==> src/design/thcr_pkg.sv <==
// thcr_pkg: item, result and register types plus fixed codes for the
// touch heat/cool relay controller; no dependencies
package thcr_pkg;

    // counter and field widths
    localparam int CTR_W      = 16;
    localparam int TEMP_W     = 12;
    localparam int DUTY_W     = 8;
    localparam int MODE_W     = 2;
    localparam int CFG_IDX_W  = 3;
    localparam int CFG_DATA_W = 16;

    localparam logic [CTR_W-1:0]  CTR_MAX   = '1;
    localparam logic [DUTY_W-1:0] FULL_DUTY = '1;

    // result mode codes
    localparam logic [MODE_W-1:0] MODE_IDLE = 2'd0;
    localparam logic [MODE_W-1:0] MODE_HEAT = 2'd1;
    localparam logic [MODE_W-1:0] MODE_COOL = 2'd2;

    // configuration register indexes
    localparam logic [CFG_IDX_W-1:0] CFG_TARGET_TEMP = 3'd0;
    localparam logic [CFG_IDX_W-1:0] CFG_HOLD_DUTY   = 3'd1;
    localparam logic [CFG_IDX_W-1:0] CFG_CLICK_PER   = 3'd2;
    localparam logic [CFG_IDX_W-1:0] CFG_COOL_TIME   = 3'd3;

    // configuration reset values
    localparam logic signed [TEMP_W-1:0] RST_TARGET_TEMP = 12'sd480;
    localparam logic [DUTY_W-1:0]        RST_HOLD_DUTY   = 8'd147;
    localparam logic [CTR_W-1:0]         RST_CLICK_PER   = 16'd1000;
    localparam logic [CTR_W-1:0]         RST_COOL_TIME   = 16'd60000;

    typedef struct packed {
        logic                     remote_touched;
        logic                     local_touched;
        logic signed [TEMP_W-1:0] temperature;
    } t_in_item;

    typedef struct packed {
        logic [MODE_W-1:0] mode;
        logic [DUTY_W-1:0] heater_duty;
        logic              cool_relay;
        logic              heat_relay;
    } t_out_item;

    typedef struct packed {
        logic signed [TEMP_W-1:0] target_temperature;
        logic [DUTY_W-1:0]        hold_duty;
        logic [CTR_W-1:0]         click_period_ms;
        logic [CTR_W-1:0]         cooling_time_ms;
    } t_cfg;

endpackage

==> src/design/thcr_ctrl.sv <==
// thcr_ctrl: relay levels and elapsed counters, computes one tick's result
// depends on thcr_pkg
module thcr_ctrl (
    input  logic                i_clk,
    input  logic                i_rst_n,
    input  logic                i_step,
    input  thcr_pkg::t_in_item  i_item,
    input  thcr_pkg::t_cfg      i_cfg,
    output thcr_pkg::t_out_item o_result
);
    import thcr_pkg::*;

    logic             r_cool_lvl;
    logic             r_heat_lvl;
    logic [CTR_W-1:0] r_click;
    logic [CTR_W-1:0] r_cool;
    logic             n_cool_lvl;
    logic             n_heat_lvl;
    logic [CTR_W-1:0] n_click;
    logic [CTR_W-1:0] n_cool;

    logic [CTR_W-1:0] click_inc;
    logic [CTR_W-1:0] cool_inc;
    logic             agree_lvl;
    logic             toggle;

    // saturating advance of both counters
    assign click_inc = (r_click == CTR_MAX) ? CTR_MAX : r_click + 1'b1;
    assign cool_inc  = (r_cool == CTR_MAX) ? CTR_MAX : r_cool + 1'b1;

    // disagreeing relays drop to off before a possible toggle
    assign agree_lvl = (r_cool_lvl == r_heat_lvl) ? r_cool_lvl : 1'b0;
    assign toggle    = !i_item.local_touched && (click_inc > i_cfg.click_period_ms);

    // next state and result for this tick
    always_comb begin
        o_result = '0;
        n_click  = click_inc;
        n_cool   = cool_inc;
        if (i_item.remote_touched) begin
            n_cool_lvl           = agree_lvl ^ toggle;
            n_heat_lvl           = agree_lvl ^ toggle;
            n_cool               = '0;
            if (toggle) begin
                n_click = '0;
            end
            o_result.mode        = MODE_HEAT;
            o_result.heater_duty = (i_item.temperature < i_cfg.target_temperature)
                                 ? FULL_DUTY : i_cfg.hold_duty;
        end else begin
            n_heat_lvl = 1'b0;
            n_cool_lvl = (cool_inc < i_cfg.cooling_time_ms);
            o_result.mode        = n_cool_lvl ? MODE_COOL : MODE_IDLE;
            o_result.heater_duty = '0;
        end
        o_result.cool_relay = n_cool_lvl;
        o_result.heat_relay = n_heat_lvl;
    end

    // state update once per processed item
    always_ff @(posedge i_clk) begin
        if (!i_rst_n) begin
            r_cool_lvl <= 1'b0;
            r_heat_lvl <= 1'b0;
            r_click    <= '0;
            r_cool     <= CTR_MAX;
        end else if (i_step) begin
            r_cool_lvl <= n_cool_lvl;
            r_heat_lvl <= n_heat_lvl;
            r_click    <= n_click;
            r_cool     <= n_cool;
        end
    end

`ifndef ASSERT_OFF
    // counter may only restart from a processed heat tick
    a_click_restart: assert property (@(posedge i_clk) disable iff (!i_rst_n)
        (r_click == '0 && $past(r_click) != '0 && $past(i_rst_n))
        |-> ($past(i_step) && $past(i_item.remote_touched)))
        else $error("click counter restarted outside a heat tick");
    // a processed heat tick always restarts the cool counter
    a_cool_restart: assert property (@(posedge i_clk) disable iff (!i_rst_n)
        (i_step && i_item.remote_touched) |=> (r_cool == '0))
        else $error("cool counter not restarted by heat tick");
    // relays always agree after a heat tick
    a_heat_agree: assert property (@(posedge i_clk) disable iff (!i_rst_n)
        (i_step && i_item.remote_touched) |=> (r_cool_lvl == r_heat_lvl))
        else $error("relays disagree after heat tick");
`endif

endmodule

==> src/design/touch_heat_cool_relay_controller_core.sv <==
// touch_heat_cool_relay_controller_core: top level with input register,
// result register and configuration registers; depends on thcr_pkg, thcr_ctrl
//
//  channel | direction | handshake                 | payload
//  in      | sink      | i_in_valid / o_in_stall   | i_in_item (t_in_item)
//  out     | source    | o_out_valid / i_out_stall | o_out_item (t_out_item)
//  cfg     | sink      | i_cfg_valid / o_cfg_ready | i_cfg_index, i_cfg_data
//
// one item per clock while the output is not stalled; each item passes the input
// register, then the single pass through the tick logic, then the result register
// synchronous active-low reset clears relays, counters, valid flags and configuration registers to defaults
// an output stall holds the result and backs up into the input register;
// the input stalls only when that register is full and cannot drain
module touch_heat_cool_relay_controller_core (
    input  logic                                 i_clk,
    input  logic                                 i_rst_n,
    input  logic                                 i_in_valid,
    output logic                                 o_in_stall,
    input  thcr_pkg::t_in_item                   i_in_item,
    output logic                                 o_out_valid,
    input  logic                                 i_out_stall,
    output thcr_pkg::t_out_item                  o_out_item,
    input  logic                                 i_cfg_valid,
    output logic                                 o_cfg_ready,
    input  logic [thcr_pkg::CFG_IDX_W-1:0]       i_cfg_index,
    input  logic [thcr_pkg::CFG_DATA_W-1:0]      i_cfg_data
);
    import thcr_pkg::*;

    logic      r_in_valid;
    t_in_item  r_in_item;
    logic      r_out_valid;
    t_out_item r_out_item;
    t_cfg      r_cfg;

    logic      out_take;
    logic      step;
    t_out_item result;

    // pipeline handshake
    assign out_take    = !r_out_valid || !i_out_stall;
    assign step        = r_in_valid && out_take;
    assign o_in_stall  = r_in_valid && !out_take;
    assign o_out_valid = r_out_valid;
    assign o_out_item  = r_out_item;
    assign o_cfg_ready = 1'b1;

    // input register
    always_ff @(posedge i_clk) begin
        if (!i_rst_n) begin
            r_in_valid <= 1'b0;
        end else if (!o_in_stall) begin
            r_in_valid <= i_in_valid;
        end
    end

    always_ff @(posedge i_clk) begin
        if (!o_in_stall && i_in_valid) begin
            r_in_item <= i_in_item;
        end
    end

    // result register
    always_ff @(posedge i_clk) begin
        if (!i_rst_n) begin
            r_out_valid <= 1'b0;
        end else if (out_take) begin
            r_out_valid <= r_in_valid;
        end
    end

    always_ff @(posedge i_clk) begin
        if (step) begin
            r_out_item <= result;
        end
    end

    // configuration registers
    always_ff @(posedge i_clk) begin
        if (!i_rst_n) begin
            r_cfg.target_temperature <= RST_TARGET_TEMP;
            r_cfg.hold_duty          <= RST_HOLD_DUTY;
            r_cfg.click_period_ms    <= RST_CLICK_PER;
            r_cfg.cooling_time_ms    <= RST_COOL_TIME;
        end else if (i_cfg_valid && o_cfg_ready) begin
            case (i_cfg_index)
                CFG_TARGET_TEMP: r_cfg.target_temperature <= i_cfg_data[TEMP_W-1:0];
                CFG_HOLD_DUTY:   r_cfg.hold_duty          <= i_cfg_data[DUTY_W-1:0];
                CFG_CLICK_PER:   r_cfg.click_period_ms    <= i_cfg_data[CTR_W-1:0];
                CFG_COOL_TIME:   r_cfg.cooling_time_ms    <= i_cfg_data[CTR_W-1:0];
                default: begin
                end
            endcase
        end
    end

    // tick logic and controller state
    thcr_ctrl u_ctrl (
        .i_clk    (i_clk),
        .i_rst_n  (i_rst_n),
        .i_step   (step),
        .i_item   (r_in_item),
        .i_cfg    (r_cfg),
        .o_result (result)
    );

`ifndef ASSERT_OFF
    // heat relay only drives while heating
    a_heat_mode: assert property (@(posedge i_clk) disable iff (!i_rst_n)
        (o_out_valid && o_out_item.heat_relay) |-> (o_out_item.mode == MODE_HEAT))
        else $error("heat relay on outside heat mode");
    // idle and cooling results carry zero duty
    a_duty_zero: assert property (@(posedge i_clk) disable iff (!i_rst_n)
        (o_out_valid && o_out_item.mode != MODE_HEAT) |-> (o_out_item.heater_duty == '0))
        else $error("nonzero duty outside heat mode");
    // cooling mode drives the cool relay, idle drives none
    a_cool_relay: assert property (@(posedge i_clk) disable iff (!i_rst_n)
        (o_out_valid && o_out_item.mode != MODE_HEAT)
        |-> (o_out_item.cool_relay == (o_out_item.mode == MODE_COOL)))
        else $error("cool relay does not match mode");
    // input stalls only with a held item behind a stalled result
    a_in_stall: assert property (@(posedge i_clk) disable iff (!i_rst_n)
        o_in_stall |-> (r_in_valid && r_out_valid && i_out_stall))
        else $error("input stalled without backpressure");
`endif

endmodule

==> config.mk <==
export PLATFORM = sky130hd
export DESIGN_NAME = touch_heat_cool_relay_controller_core
export DESIGN_NICKNAME = d
export VERILOG_FILES = /design/src/design/thcr_pkg.sv /design/src/design/thcr_ctrl.sv /design/src/design/touch_heat_cool_relay_controller_core.sv
export SDC_FILE = /design/constraint.sdc
export NUM_CORES = 1
export LEC_CHECK = 0
export ABC_AREA = 1
export BUFFER_PORTS_ARGS = -buffer_cell sky130_fd_sc_hd__buf_2
export CORE_ASPECT_RATIO = 0.9
export CORE_MARGIN = 1.5
export CORE_UTILIZATION = 43
export DETAILED_ROUTE_END_ITERATION = 16
export GPL_TIMING_DRIVEN = 0
export PLACE_DENSITY = 0.66
export SLEW_MARGIN = 20
export SYNTH_ARGS = -nofsm -noshare
export SYNTH_HDL_FRONTEND = slang
export SYNTH_HIERARCHICAL = 1
export SYNTH_SLANG_ARGS = --single-unit
==> constraint.sdc <==
create_clock -name i_clk -period 3.8 [get_ports i_clk]
set_input_delay 0.57 -clock i_clk [delete_from_list [all_inputs] [get_ports i_clk]]
set_output_delay 0.57 -clock i_clk [all_outputs]
set_load 0.03 [all_outputs]
==> impl_results.md <==
* Max Clock Freq at just under 300 MHz
* Seq/Total Area, Yosys at 41.31%
* Max-slew violations at 0
* Antenna viol nets, final at 0
* Crit path kind: reg -> reg
* First-pass GRT wire length at around 24 mm
* Via count at roughly 5,400
* CTS tree: built
* CP Data Required Time at 4.14 ns
* RePlAce Congestion at approximately 0.84
* Placed cell area at about 6700 um^2
* I/O pin cnt at 53
* Synthesized flop and latch total at 114
* Commonest non-fill, non-tap cell in the layout: nand2_1
* Max IR drop VDD at just over 0.3 mV
* Post-layout min period at approximately 3.4 ns
* Share of power burned in registers at between 30% and 40%
* H-tree levels at 4
* DR vias/cell at roughly 5.0
* Yosys warns at 6
* WL per Instance at ~13 um
* CP top delay family: simple AND/OR/NAND/NOR gates
* Die area at ~15,000 um^2
* Hold-critical path depth at 1
* Buffers on Ports at approximately 50
* Vias in the first global route at roughly 5,100
* Skew final at ~0.011 ns
* Residual DRC at 0
* Crit end category: flop
* Layout cells sized above 1 at 15.44%
* Psw at just over 0.9 mW
* Crit path cell chain: ha_1 -> nand3_2 -> nor2_4 -> nand3_2 -> nor2_2 -> nand2_2 -> nor3_2 -> nand3_1 -> o21a_2 -> ha_1 -> nand4_1 -> nor3_1 -> a21oi_1 -> nand3_1 -> nand2_1 -> inv_2 -> clkbuf_8 -> nand2_1 -> a21oi_1
* MaxCap Viol Count at 0
* CTS Buffer Depth at 2
* Clock Pin Slew Worst Setup and Hold Paths at roughly 0.060 ns
* Worst EP arrival at 3.74 ns
* Leak at approximately 3.5 nW
* Slowest CP cell: dfxtp_1
* Top_reg_cell synth: dfxtp_1
* Clock power share at a little under half
* Final period util at ~90%
* CP Depth at 19
* DP HPWL at around 11 mm
* Status: completed
* Clock Latency Late Sink at ~0.41 ns
* Slew margin rel. at between 30% and 40%
* Final Setup Violations at 0
* DRT Pass-1 Iters at 5
* R2R depth at 19
* Grt total ovfl at 0
* Setup bufs post-CTS at 0
* Int Pwr at 2.426 mW
* Worst path bufs/invs at 2
* Initial DRC count at 391
* Detailed-route wire length at approximately 15 mm
* Crit path max fanout at 10
* Area contributors post-synth: dfxtp_1, edfxtp_1, nand2_1
* CTS Root Cell: clkbuf_16
* Power consumption at 3.358 mW
* Comb pwr share at a little over an eighth
* Synthesized area at around 6000 um^2
* Nets at a little under 1,000
* Clock sink count at 114
* Die width at 129.1 um
* Num rows at 41
* GRT Total Usage at a little over a fifth
* Yosys top cell by area: dfxtp_1
* Setup TNS at 0 ns
* Ys async rst share at 0%
* Worst path max stage delay at about 0.40 ns
* Avg Cell Area, Syn at ~7.5 um^2
* Hold Vio Cnt, Final at 0
* Hold slack at 0.3268 ns
* Antenna diode count at 0
* # hold bufs at CTS at 0
* Core Area at 14,000 um^2
* Critical Path Start Type: flop
* Die Ht at 116.5 um
* Syn_nets at about 910
* RSZ-0062 raised after global routing: no
* Yosys cell types at just over 40
* Worst-margin pin slew at about 1.0 ns
* EDFF count, synth at 26
* Synth Instances at about 830
* Initial Util at a little over two fifths
* HP Class: in -> reg
* Syn-to-layout area delta at 17.52%
* Largest net degree at the start of global routing at 17
* Switch share at between 20% and 30%
* Most frequent cells in the layout: nand2_1, inv_1, dfxtp_1
* Pwr dens at roughly 460 nW/um^2
* Antenna violations before repair at 0
* Synth top area share at between 20% and 30%
* CTS buffer count at 17
* Fin area at 7233 um^2
* Post-CTS sizing at 0
==> power groups by stage <==
stage / Sequential [mW] / Combinational [mW] / Clock, mW
floorplan: 1.37 / 0.303 / 0
global placement: 1.36 / 0.431 / 0
detailed placement: 1.36 / 0.437 / 0
CTS: 1.33 / 0.444 / 1.60
global route: 1.34 / 0.508 / 1.66
finish: 1.33 / 0.445 / 1.58
==> cell families after synthesis <==
group                    share of synthesized area [%]
buffers and inverters                            10.10
adder cells (fa/ha/maj)                          8.945
XOR/XNOR                                         1.138
flip-flops                                       41.31
other                                          0.06093
AND/OR/NAND/NOR                                  28.75
AO/OA/AOI/OAI                                    9.697
==> stage by stage <==
step | utilization (%) | std cells | setup WS [ns]
2_1_floorplan | - | 825 | 1.017
3_3_place_gp | 47.49 | 1069 | 0.4302
3_5_place_dp | 47.49 | 1069 | 0.3791
4_1_cts | 51.65 | 1100 | 0.3435
5_1_grt | 51.65 | 1100 | 0.09829
6_report | 51.65 | 1100 | 0.3962
==> routing by layer <==
metal	part of all wire [%]	wire length [um]	vias up	global-route usage (%)
li1	-	-	2802	-
met1	49	7142	2473	28.93
met2	44	6328	153	33.30
met3	6.0	875	21	4.947
met4	1.2	181	0	5.468
met5	0	0	-	0
==> synthesized netlist by cell type (7+ instances only) <==
master,count
o21ai_0,28
ha_1,44
buf_4,8
a21oi_1,60
nand2_1,200
nor2_1,80
a22oi_1,7
clkbuf_1,11
inv_1,112
edfxtp_1,26
dfxtp_1,88
inv_2,7
nand3_1,77
==> final timing paths <==
check,startpoint,endpoint,slack (ns)
max,u_ctrl/r_click[0],u_ctrl/r_click[8],0.40
min,i_in_item[10],r_in_item[10],0.33
max reg2reg,u_ctrl/r_click[0],u_ctrl/r_click[8],0.40
min reg2reg,r_cfg[5],r_cfg[5],0.46
==> state kept, by name, indices dropped and copies added, names as in the netlist <==
name	count
u_ctrl/r_cool	16
u_ctrl/r_cool_lvl	1
o_out_valid	1
u_ctrl/r_click	16
r_in_valid	1
r_in_item	14
o_out_item	12
u_ctrl/r_heat_lvl	1
r_cfg	52
==> cell type report <==
class / count / area [um^2]
inverter: 120 / 450.4
clock inverter: 14 / 156.4
sequential: 114 / 2542
tap: 193 / 241.5
buffer: 29 / 171.4
clock buffer: 17 / 425.4
timing repair buffer: 51 / 255.2
fill: 1364 / 6771
multi-input combinational: 562 / 2990
Power figures use the tool's default switching activity.
